File: src/hdl/bwtd_ram.sv
// bwtd_ram: generic simple dual-port ram, one write port and one read port
// with registered read data. no dependencies.
`default_nettype none

module bwtd_ram #(
   parameter int WIDTH = 8,
   parameter int DEPTH = 16
) (
   input  wire logic                     clock,
   input  wire logic                     wr_en,
   input  wire logic [$clog2(DEPTH)-1:0] wr_addr,
   input  wire logic [WIDTH-1:0]         wr_data,
   input  wire logic [$clog2(DEPTH)-1:0] rd_addr,
   output logic      [WIDTH-1:0]         rd_data
);

   logic [WIDTH-1:0] mem_ff [DEPTH];
   logic [WIDTH-1:0] rd_data_ff;

   always_ff @(posedge clock) begin
      if (wr_en) begin
         mem_ff[wr_addr] <= wr_data;
      end
      rd_data_ff <= mem_ff[rd_addr];
   end

   assign rd_data = rd_data_ff;

endmodule

`default_nettype wire

File: config.mk
export PLATFORM = sky130hd
export DESIGN_NAME = bwtd_ram
export DESIGN_NICKNAME = d
export VERILOG_FILES = /design/src/hdl/bwtd_ram.sv
export SDC_FILE = /design/constraint.sdc
export NUM_CORES = 1
export LEC_CHECK = 0
export BUFFER_PORTS_ARGS = -buffer_cell sky130_fd_sc_hd__buf_2
export CAP_MARGIN = 20
export CORE_UTILIZATION = 60
export DETAILED_ROUTE_END_ITERATION = 10
export PLACE_DENSITY = 0.78
export SLEW_MARGIN = 20
export SYNTH_ARGS = -nofsm -noshare
export SYNTH_HDL_FRONTEND = slang
export SYNTH_SLANG_ARGS = --single-unit
File: constraint.sdc
create_clock -name clock -period 2.1 [get_ports clock]
set_input_delay 0.42 -clock clock [delete_from_list [all_inputs] [get_ports clock]]
set_output_delay 0.42 -clock clock [all_outputs]
set_load 0.01 [all_outputs]
; After elaboration in Yosys (flattened, before gate mapping)
; Memory sizes are Yosys's and may differ from the RTL's. A register that Yosys moved wholly into a read port is not among the register bits.
; Index checks and enable logic that the tools add are counted.
[totals]
mem_bits_rw = 128
elab_cells = 3
rom_bits = 0
latch_bits = 0
reg_bits = 0
mem_count = 1
inputBits = 18
[classes]
n_reduce_logical = 0
bitwise_logic = 0
n_lt_le_gt_ge = 0
n_mul = 0
muxes = 2
n_eq_ne = 0
n_addsub = 0
shift = 0
div = 0
[mem_list]
columns = name, depth, word_bits, read_ports, rd_ports_with_merged_regs, write_ports, line_no
row1 = mem_ff, 16, 8, 1, 1, 1, 17  ; logic [WIDTH-1:0] mem_ff [DEPTH];
[ops]
columns = op, count
row1 = $mux W1, 2

; Logic depth before layout (Yosys ltp)
; Gate-level depths: netlist of run 1.
[logic_depth]
depth_word = 2
mapped_depth = 5
depth_no_buf = 3

; Worst setup path before layout of run 1
; No wires, ideal clock.
[synth_path]
path_type = in2reg
start = in wr_addr[2]
end = mem mem_ff[0][0], enable pin
path_slack_ps = 187
required_time_ps = 1717
arrival_ps = 1530
path_stages = 2
n_path_buf = 0
path_cell_list = or3b_2 > nor3_1
[synth_rtl]
columns = item, line_no
row1 = start: declaration, 11  ; input wire logic [$clog2(DEPTH)-1:0] wr_addr,
row2 = end: declaration, 17
; Straight into the memory's write port.

==> results of run 1 <==
## report_power, final
part | leakage, uW | total [uW] | internal, uW | switching [uW]
clock network | 0.000292 | 3120 | 2030 | 1080
logic | 0.000601 | 295 | 126 | 169
registers | 0.00122 | 3050 | 3040 | 17.2
total | 0.00212 | 6470 | 5200 | 1270
## cell type report
| cell class | instances | share of cell area (%) |
|---|---|---|
| sequential | 136 | 65.21 |
| multi-input combinational | 83 | 17.22 |
| clock buffer | 18 | 6.807 |
| timing repair buffer | 48 | 5.258 |
| clock inverter | 14 | 3.363 |
| tap | 105 | 2.140 |
## cells by family (layout without fill, tap and decap cells)
kind of cell,count (synthesis),in the layout,synth area share [%]
AND/OR/NAND/NOR,35,35,3.184
AO/OA/AOI/OAI,16,16,2.334
flip-flops,136,136,77.78
buffers and inverters,10,80,1.677
multiplexers,32,32,15.02
## cells in the final DEF, fill, tap and decap left out
cell type and instances:
nand2b_1 2, clkinv_4 1, nand3_1 1, clkinv_2 2, and2b_1 1, clkinvlp_4 4, nand2_1 9, dfxtp_1 8
mux4_2 18, mux4_1 14, buf_2 25, a22oi_1 16, clkbuf_16 16, nor3_1 4, bufinv_16 5, clkbuf_1 1
edfxtp_1 128, nor2_1 13, clkbuf_8 1, buf_4 21, nor2b_1 1, clkinv_1 2, buf_12 2, nand3b_1 2
and2_1 1, or3b_2 1
## layer usage
| metal | vias up | GRT usage, % | part of all wire (%) |
|---|---|---|---|
| met5 | - | 0 | 0 |
| met4 | 0 | 11.87 | 2.4 |
| met3 | 26 | 9.098 | 10 |
| met2 | 172 | 37.77 | 48 |
| met1 | 1305 | 36.59 | 39 |
| li1 | 1088 | - | - |
## per-stage QoR
step | util, % | setup slack [ns] | cell area [um2]
6_report | 74.35 | 0.6437 | 6140
2_1_floorplan | - | 0.1871 | 5147
3_5_place_dp | 66.79 | 0.2252 | 5515
4_1_cts | 74.35 | 0.6397 | 6140
5_1_grt | 74.35 | 0.5735 | 6140
3_3_place_gp | 66.79 | 0.2447 | 5515
## flip-flops by register name (all words and copies together), names as in the netlist
name,count
rd_data,8
mem_ff,128
## worst max-delay path by stage
| stage | depth (start not counted) | start | slack (ns) | endpoint |
|---|---|---|---|---|
| final | 3 | mem_ff[9][4] | 0.64 | rd_data[4] |
| after CTS | 3 | mem_ff[9][4] | 0.64 | rd_data[4] |
| after global placement | 5 | rd_addr[0] | 0.24 | rd_data[5] |
| after detailed placement | 5 | rd_addr[0] | 0.23 | rd_data[5] |
| after global routing | 3 | mem_ff[9][4] | 0.57 | rd_data[4] |
| after floorplan | 2 | wr_addr[2] | 0.19 | mem_ff[0][0] |
==> impl_metrics.yaml, run 1 <==
yosys:
  synth_common_cells: "edfxtp_1 (128), mux4_2 (18), a22oi_1 (16)"
  syn-cell-area_mm2: 0.005147
  ys_seq_elements: 136
  ys_top_cells_by_area: "edfxtp_1 (75%), mux4_2 (7.9%), mux4_1 (7.1%), dfxtp_1 (3.1%), a22oi_1 (2.3%)"
  synthFlopType: "edfxtp_1"
  synth_nets: 247
  yosysWarnings: 0
  yosysTopAreaCellShare_pct: 74.67
  seq_area_frac_synth_pct: 77.78
  syn_area_per_cell_um2: 22.48
  synth_edf_count: 128
  yosys.area.top_type: "edfxtp_1"
  syn_inst: 229
  synth.distinct_cells: 19
  async_flop_share_pct: 0
  yosysMostFrequentCell: "edfxtp_1"
setup_path:
  reg2reg_from: "mem_ff[9][4]"
  cp.arrival_ns: 1.84
  required_ns: 2.48
  critPathSlowestCell: "mux4_1"
  rrSetupSlack_ns: 0.64
  cp_num_buf_inv: 0
  crit_family: "multiplexers"
  worstPathMaxFanout: 1
  crit_path_end_kind: "register"
  start_kind: "register"
  crit_type: "reg2reg"
  reg2reg_to: "rd_data[4]"
  crit_path_max_incr_delay_ns: 0.50
  worstPathCellList: "mux4_1 > a22oi_1 > nand2_1"
  ff2ff_path_depth: 3
placed_design:
  gp_congestion: 0.7699
  port-buffer-count: 25
  dp_cells: 372
  hpwlAfterDp_um: 5970
sta:
  maxSlewHeadroom_pct: 71.87
  finalHoldViolations: 0
  final-setup-viol-count: 0
  finalClockSkew_ns: 0.004177
  period_needed_ns: 1.456
  hold_ws_ns: 0.2878
  rsz0062_at_grt: "false"
  report.final.slew_viol_count: 0
  max_freq_ghz: 0.6867
  tns_ns: 0
  tightest_slew_ns: 0.4219
  min_period_over_period_pct: 69.35
power:
  power_uw: 6467
  power_density_mw_per_mm2: 1053
  leakage_uw: 0.002116
  ir_worst_vdd_v: 0.0006663
finish:
  nFillCells: 448
  fin_nets: 304
  n_antenna_cell: 0
  drive_above_1_share_pct: 32.11
  area_growth_pct: 19.28
  layout.cells.non_filler: 404
  multi_input_area_mm2: 0.001057
  regArea_mm2: 0.004004
global_routing:
  grt_usage_pct: 26.23
  first_global_vias: 2615
  gr-total-overflow: 0
  grt_max_degree: 33
  grt_pass1_wl_um: 15550
  antenna_found_initial: 0
hold_path:
  hold_class: "in2reg"
  holdPathEnd: "mem_ff[15][1]"
  holdCritStartpoint: "wr_data[1]"
  whs_path_depth: 1
die:
  core_area_mm2: 0.008258
  die_area_mm2: 0.008954
  die_x_um: 94.63
  dieHeight_um: 94.63
  initial_utilization_pct: 62.33
  rows: 33
  ios: 26
detailed_routing:
  drc: 0
  vias: 2591
  final_antenna_net_count: 0
  dr.pass1.iters: 6
  drt_iter0_markers: 292
  viasPerCell: 6.413
  wl_um: 10440
  post_drt_wl_per_cell_um: 25.84
clock_tree:
  cts_buffers: 17
  cts_hold_buf: 0
  ctsResizeCount: 0
  cts.htree.levels: 4
  cts_root_buf: "clkbuf_8"
  clk_latency_ns: 0.51
  cts_tree: "done"
  path_clk_slew_ns: 0.06
  postCtsSetupRepairBufs: 0
  clockBufferDepth: 2
  clock_sink_count: 136
flow_run:
  max_cap_violations: 0
outcome:
  status: "completed"
No activity file was read; power rests on OpenSTA's default activity.
==> inputs of run 2 (changes only) <==
- CORE_UTILIZATION: 60 -> 54
- PLACE_DENSITY: 0.78 -> 0.74
- clock period: 2.1 -> 1.2 ns (I/O delays scaled with it)
==> run 2 against run 1 <==
Against the previous run:
- the run now ends with setup timing left
- clock skew is 0.0056 ns higher
- global-route usage shrank 4.1 points
- first-iteration DRC count shrank 55%
- largest cell class unchanged
- highest routed layer unchanged
==> impl_metrics.yaml, run 2 (synthesized netlist as in run 1, its figures left out) <==
outcome:
  status: "finished, violations left"
  violations: "setup timing"
finish:
  most-common-layout-cells: "edfxtp_1 (128), mux4_2 (32), buf_2 (21)"
  area_growth_pct: 23.46
  n_antenna_cell: 0
  nFillCells: 575
  fin_util_pct: 68.77
  fin_nets: 311
  largest_reg_flops: 128
  top_register: "mem_ff"
  layout_commonest_cell: "edfxtp_1"
  drive_above_1_share_pct: 45.42
  layout.cells.non_filler: 435
sta:
  period_needed_ns: 1.302
  report.final.slew_viol_count: 0
  max_freq_ghz: 0.7683
  finalHoldViolations: 0
  min_period_over_period_pct: 108.5
  maxSlewHeadroom_pct: 36.72
  worst_slack_ns: -0.1016
  rsz0062_at_grt: "true"
  finalClockSkew_ns: 0.009735
  tns_ns: -0.4894
  tightest_slew_ns: 0.9473
  final-setup-viol-count: 10
global_routing:
  gr-total-overflow: 0
  grt_usage_pct: 22.14
  antenna_found_initial: 0
  grt_pass1_wl_um: 14860
  grt_max_degree: 18
  first_global_vias: 2579
clock_tree:
  cts_buffers: 17
  path_clk_slew_ns: 0.06
  cts_root_buf: "clkbuf_8"
  postCtsSetupRepairBufs: 0
  clock_sink_count: 136
  cts.htree.levels: 4
  clockBufferDepth: 2
  clk_latency_ns: 0.52
  cts_tree: "done"
die:
  die_area_mm2: 0.009927
  initial_utilization_pct: 55.71
  dieHeight_um: 99.64
  die_x_um: 99.64
  core_area_mm2: 0.009240
  ios: 26
  rows: 35
placed_design:
  dp_cells: 403
  gp_congestion: 0.7075
  pre_cts_slack_ns: -0.5005
  hpwlAfterDp_um: 6046
  port-buffer-count: 25
power:
  power_uw: 10670
  ir_worst_vdd_v: 0.0007186
  leakage_uw: 0.002116
  power_density_mw_per_mm2: 1679
setup_path:
  critPathSlowestCell: "mux4_2"
  cp.arrival_ns: 1.70
  worstPathMaxFanout: 1
  crit_family: "multiplexers"
  crit_path_max_incr_delay_ns: 0.51
  crit_path_end_kind: "register"
  worstPathCellList: "mux4_2 > a22oi_2 > nand2_1"
  rrSetupSlack_ns: -0.10
  crit_type: "reg2reg"
  start_kind: "register"
  required_ns: 1.60
  cp_num_buf_inv: 0
detailed_routing:
  drt_iter0_markers: 132
  final_antenna_net_count: 0
  post_drt_wl_per_cell_um: 22.64
  wl_um: 9847
  drc: 0
  dr.pass1.iters: 4
  viasPerCell: 5.690
  vias: 2475
hold_path:
  hold_class: "in2reg"
flow_run:
  max_cap_violations: 0
run 2: where the power goes:
part           switching (uW)  internal [uW]  total, uW
Clock                    1790           2930       4710
Combinational             316            291        607
Sequential               37.0           5320       5350
run 2: through the flow:
| stage | hold WS, ns | area (um2) |
|---|---|---|
| floorplan | 0.3389 | 5196 |
| global placement | 0.6209 | 5751 |
| detailed placement | 0.6333 | 5751 |
| CTS | 0.08398 | 6337 |
| global route | 0.09347 | 6355 |
| finish | 0.1021 | 6355 |
run 2: worst paths after layout:
check,endpoint,cells past startpoint,start
max,rd_data[5],3,mem_ff[9][5]
min,mem_ff[12][5],1,wr_data[5]
max reg2reg,rd_data[5],3,mem_ff[9][5]
min reg2reg,rd_data[5],3,mem_ff[14][5]
run 2: area by class of cell:
cell class,count,area [um2],share of cell area (%)
Sequential cell,136,4009,63.08
Clock inverter,10,105.1,1.654
Tap cell,129,161.4,2.540
Timing Repair Buffer,55,538.0,8.466
Multi-Input combinational cell,83,1109,17.44
Clock buffer,22,432.9,6.812
run 2: worst reg2reg max path: stages, from the launching register on:
cell      delay [ns]
edfxtp_1        0.43
mux4_2          0.51
a22oi_2         0.17
nand2_1         0.08
run 2: timing repair:
action,CTS,global route
setup endpoints to repair,11,16
resized for setup,13,4
pin swaps,3,3
endpoints found under the hold margin,0,0
cloned,0,0
hold buffers,0,0
run 2: metal layers:
layer	routed length, um	share of wire, %	vias to the layer above	GRT usage [%]
li1	-	-	1089	-
met5	0	0	-	0
met3	638	6.5	16	6.325
met2	5232	53	95	37.55
met4	183	1.9	0	8.145
met1	3792	39	1275	27.38
==> inputs of run 3 (changes only) <==
- RECOVER_POWER: unset -> 25
==> run 3 against run 2 <==
Against the previous run:
- the flow still finishes with violations (setup timing)
- hold slack better by 0.0072 ns
- combinational power barely moved
- sequential power barely moved
- die area stayed put
- sequential cell count did not move
- sequential share of layout area is 0.062 points higher
- non-clock buffer count unchanged
- cell count stayed put
- via count up 0.85%
- first-iteration DRC count is 18% higher
- clock skew is 0.0011 ns lower
- cell area hardly changed
==> impl_metrics.yaml, run 3 (synthesized netlist as in run 1, its figures left out) <==
finish:
  top_register: "mem_ff"
  largest_reg_flops: 128
  layout_commonest_cell: "edfxtp_1"
  fin_util_pct: 68.71
  n_antenna_cell: 0
  layout.cells.non_filler: 435
  drive_above_1_share_pct: 43.79
  most-common-layout-cells: "edfxtp_1 (128), mux4_2 (32), buf_4 (17)"
  fin_nets: 311
  area_growth_pct: 23.33
clock_tree:
  cts_hold_buf: 0
  cts.htree.levels: 4
  clk_latency_ns: 0.52
  clock_sink_count: 136
  cts_tree: "done"
  clockBufferDepth: 2
  path_clk_slew_ns: 0.06
  cts_buffers: 17
  cts_root_buf: "clkbuf_8"
  postCtsSetupRepairBufs: 0
sta:
  finalHoldViolations: 0
  worst_slack_ns: -0.09971
  finalClockSkew_ns: 0.008633
  maxSlewHeadroom_pct: 35.93
  tns_ns: -0.4923
  min_period_over_period_pct: 108.3
  rsz0062_at_grt: "true"
  period_needed_ns: 1.300
  report.final.slew_viol_count: 0
  final-setup-viol-count: 10
  max_freq_ghz: 0.7694
  tightest_slew_ns: 0.9591
power:
  power_density_mw_per_mm2: 1683
  power_uw: 10680
  ir_worst_vdd_v: 0.0007188
  leakage_uw: 0.002102
global_routing:
  grt_usage_pct: 22.14
  first_global_vias: 2579
  antenna_found_initial: 0
  grt_max_degree: 18
  gr-total-overflow: 0
  grt_pass1_wl_um: 14860
detailed_routing:
  final_antenna_net_count: 0
  drt_iter0_markers: 156
  wl_um: 9884
  dr.pass1.iters: 4
  viasPerCell: 5.738
  post_drt_wl_per_cell_um: 22.72
  drc: 0
  vias: 2496
placed_design:
  dp_cells: 403
  port-buffer-count: 25
  gp_congestion: 0.7075
  hpwlAfterDp_um: 6046
flow_run:
  max_cap_violations: 0
setup_path:
  required_ns: 1.60
  crit_type: "reg2reg"
  crit_path_end_kind: "register"
  worstPathMaxFanout: 1
  start_kind: "register"
  cp.arrival_ns: 1.70
die:
  core_area_mm2: 0.009240
  ios: 26
  dieHeight_um: 99.64
  initial_utilization_pct: 55.71
  rows: 35
  die_area_mm2: 0.009927
  die_x_um: 99.64
outcome:
  violations: "setup timing"
  status: "finished, violations left"
hold_path:
  hold_class: "in2reg"
run 3: metrics by stage:
stage | setup slack [ns] | hold slack, ns | area (um2)
final | -0.09971 | 0.1092 | 6349
after global routing | -0.1264 | 0.1100 | 6349
after CTS | -0.1039 | 0.08398 | 6337
after detailed placement | -0.5005 | 0.6333 | 5751
after global placement | -0.4463 | 0.6209 | 5751
after floorplan | -0.1731 | 0.3389 | 5196
run 3: where the power goes:
part | total (uW) | internal [uW] | leakage, uW | switching [uW]
sequential | 5350 | 5320 | 0.00122 | 37.1
combinational | 604 | 288 | 0.000615 | 316
clock | 4730 | 2930 | 0.000262 | 1800
total | 10700 | 8530 | 0.00210 | 2150
run 3: timing repair:
| item | in CTS | in global routing |
|---|---|---|
| gates resized for setup | 13 | 4 |
| endpoints found under the setup margin | 11 | 16 |
| pin swaps | 3 | 3 |
run 3: worst paths after layout:
path	slack (ns)	depth (start not counted)	endpoint	startpoint
worst max-delay path	-0.1	3	rd_data[5]	mem_ff[9][5]
worst min register to register	0.69	3	rd_data[5]	mem_ff[14][5]
worst max register to register	-0.1	3	rd_data[5]	mem_ff[9][5]
worst min-delay path	0.11	1	mem_ff[10][2]	wr_data[2]
run 3: critical path, cell delays in order (launching register included):
cell      delay [ns]
edfxtp_1        0.43
mux4_2          0.51
a22oi_2         0.16
nand2_1         0.08
run 3: cell type report:
class	instances	area, um2
sequential	136	4009
fill	574	2892
multi-input combinational	83	1109
timing repair buffer	55	531.8
clock buffer	22	432.9
tap	129	161.4
clock inverter	10	105.1
run 3: routing by layer:
layer / wire (um) / vias up / global-route usage [%] / share of wire (%)
met4: 198 / 0 / 8.145 / 2.0
met2: 5213 / 92 / 37.55 / 53
met5: 0 / - / 0 / 0
met1: 3947 / 1301 / 27.38 / 40
met3: 524 / 14 / 6.325 / 5.3
li1: - / 1089 / - / -
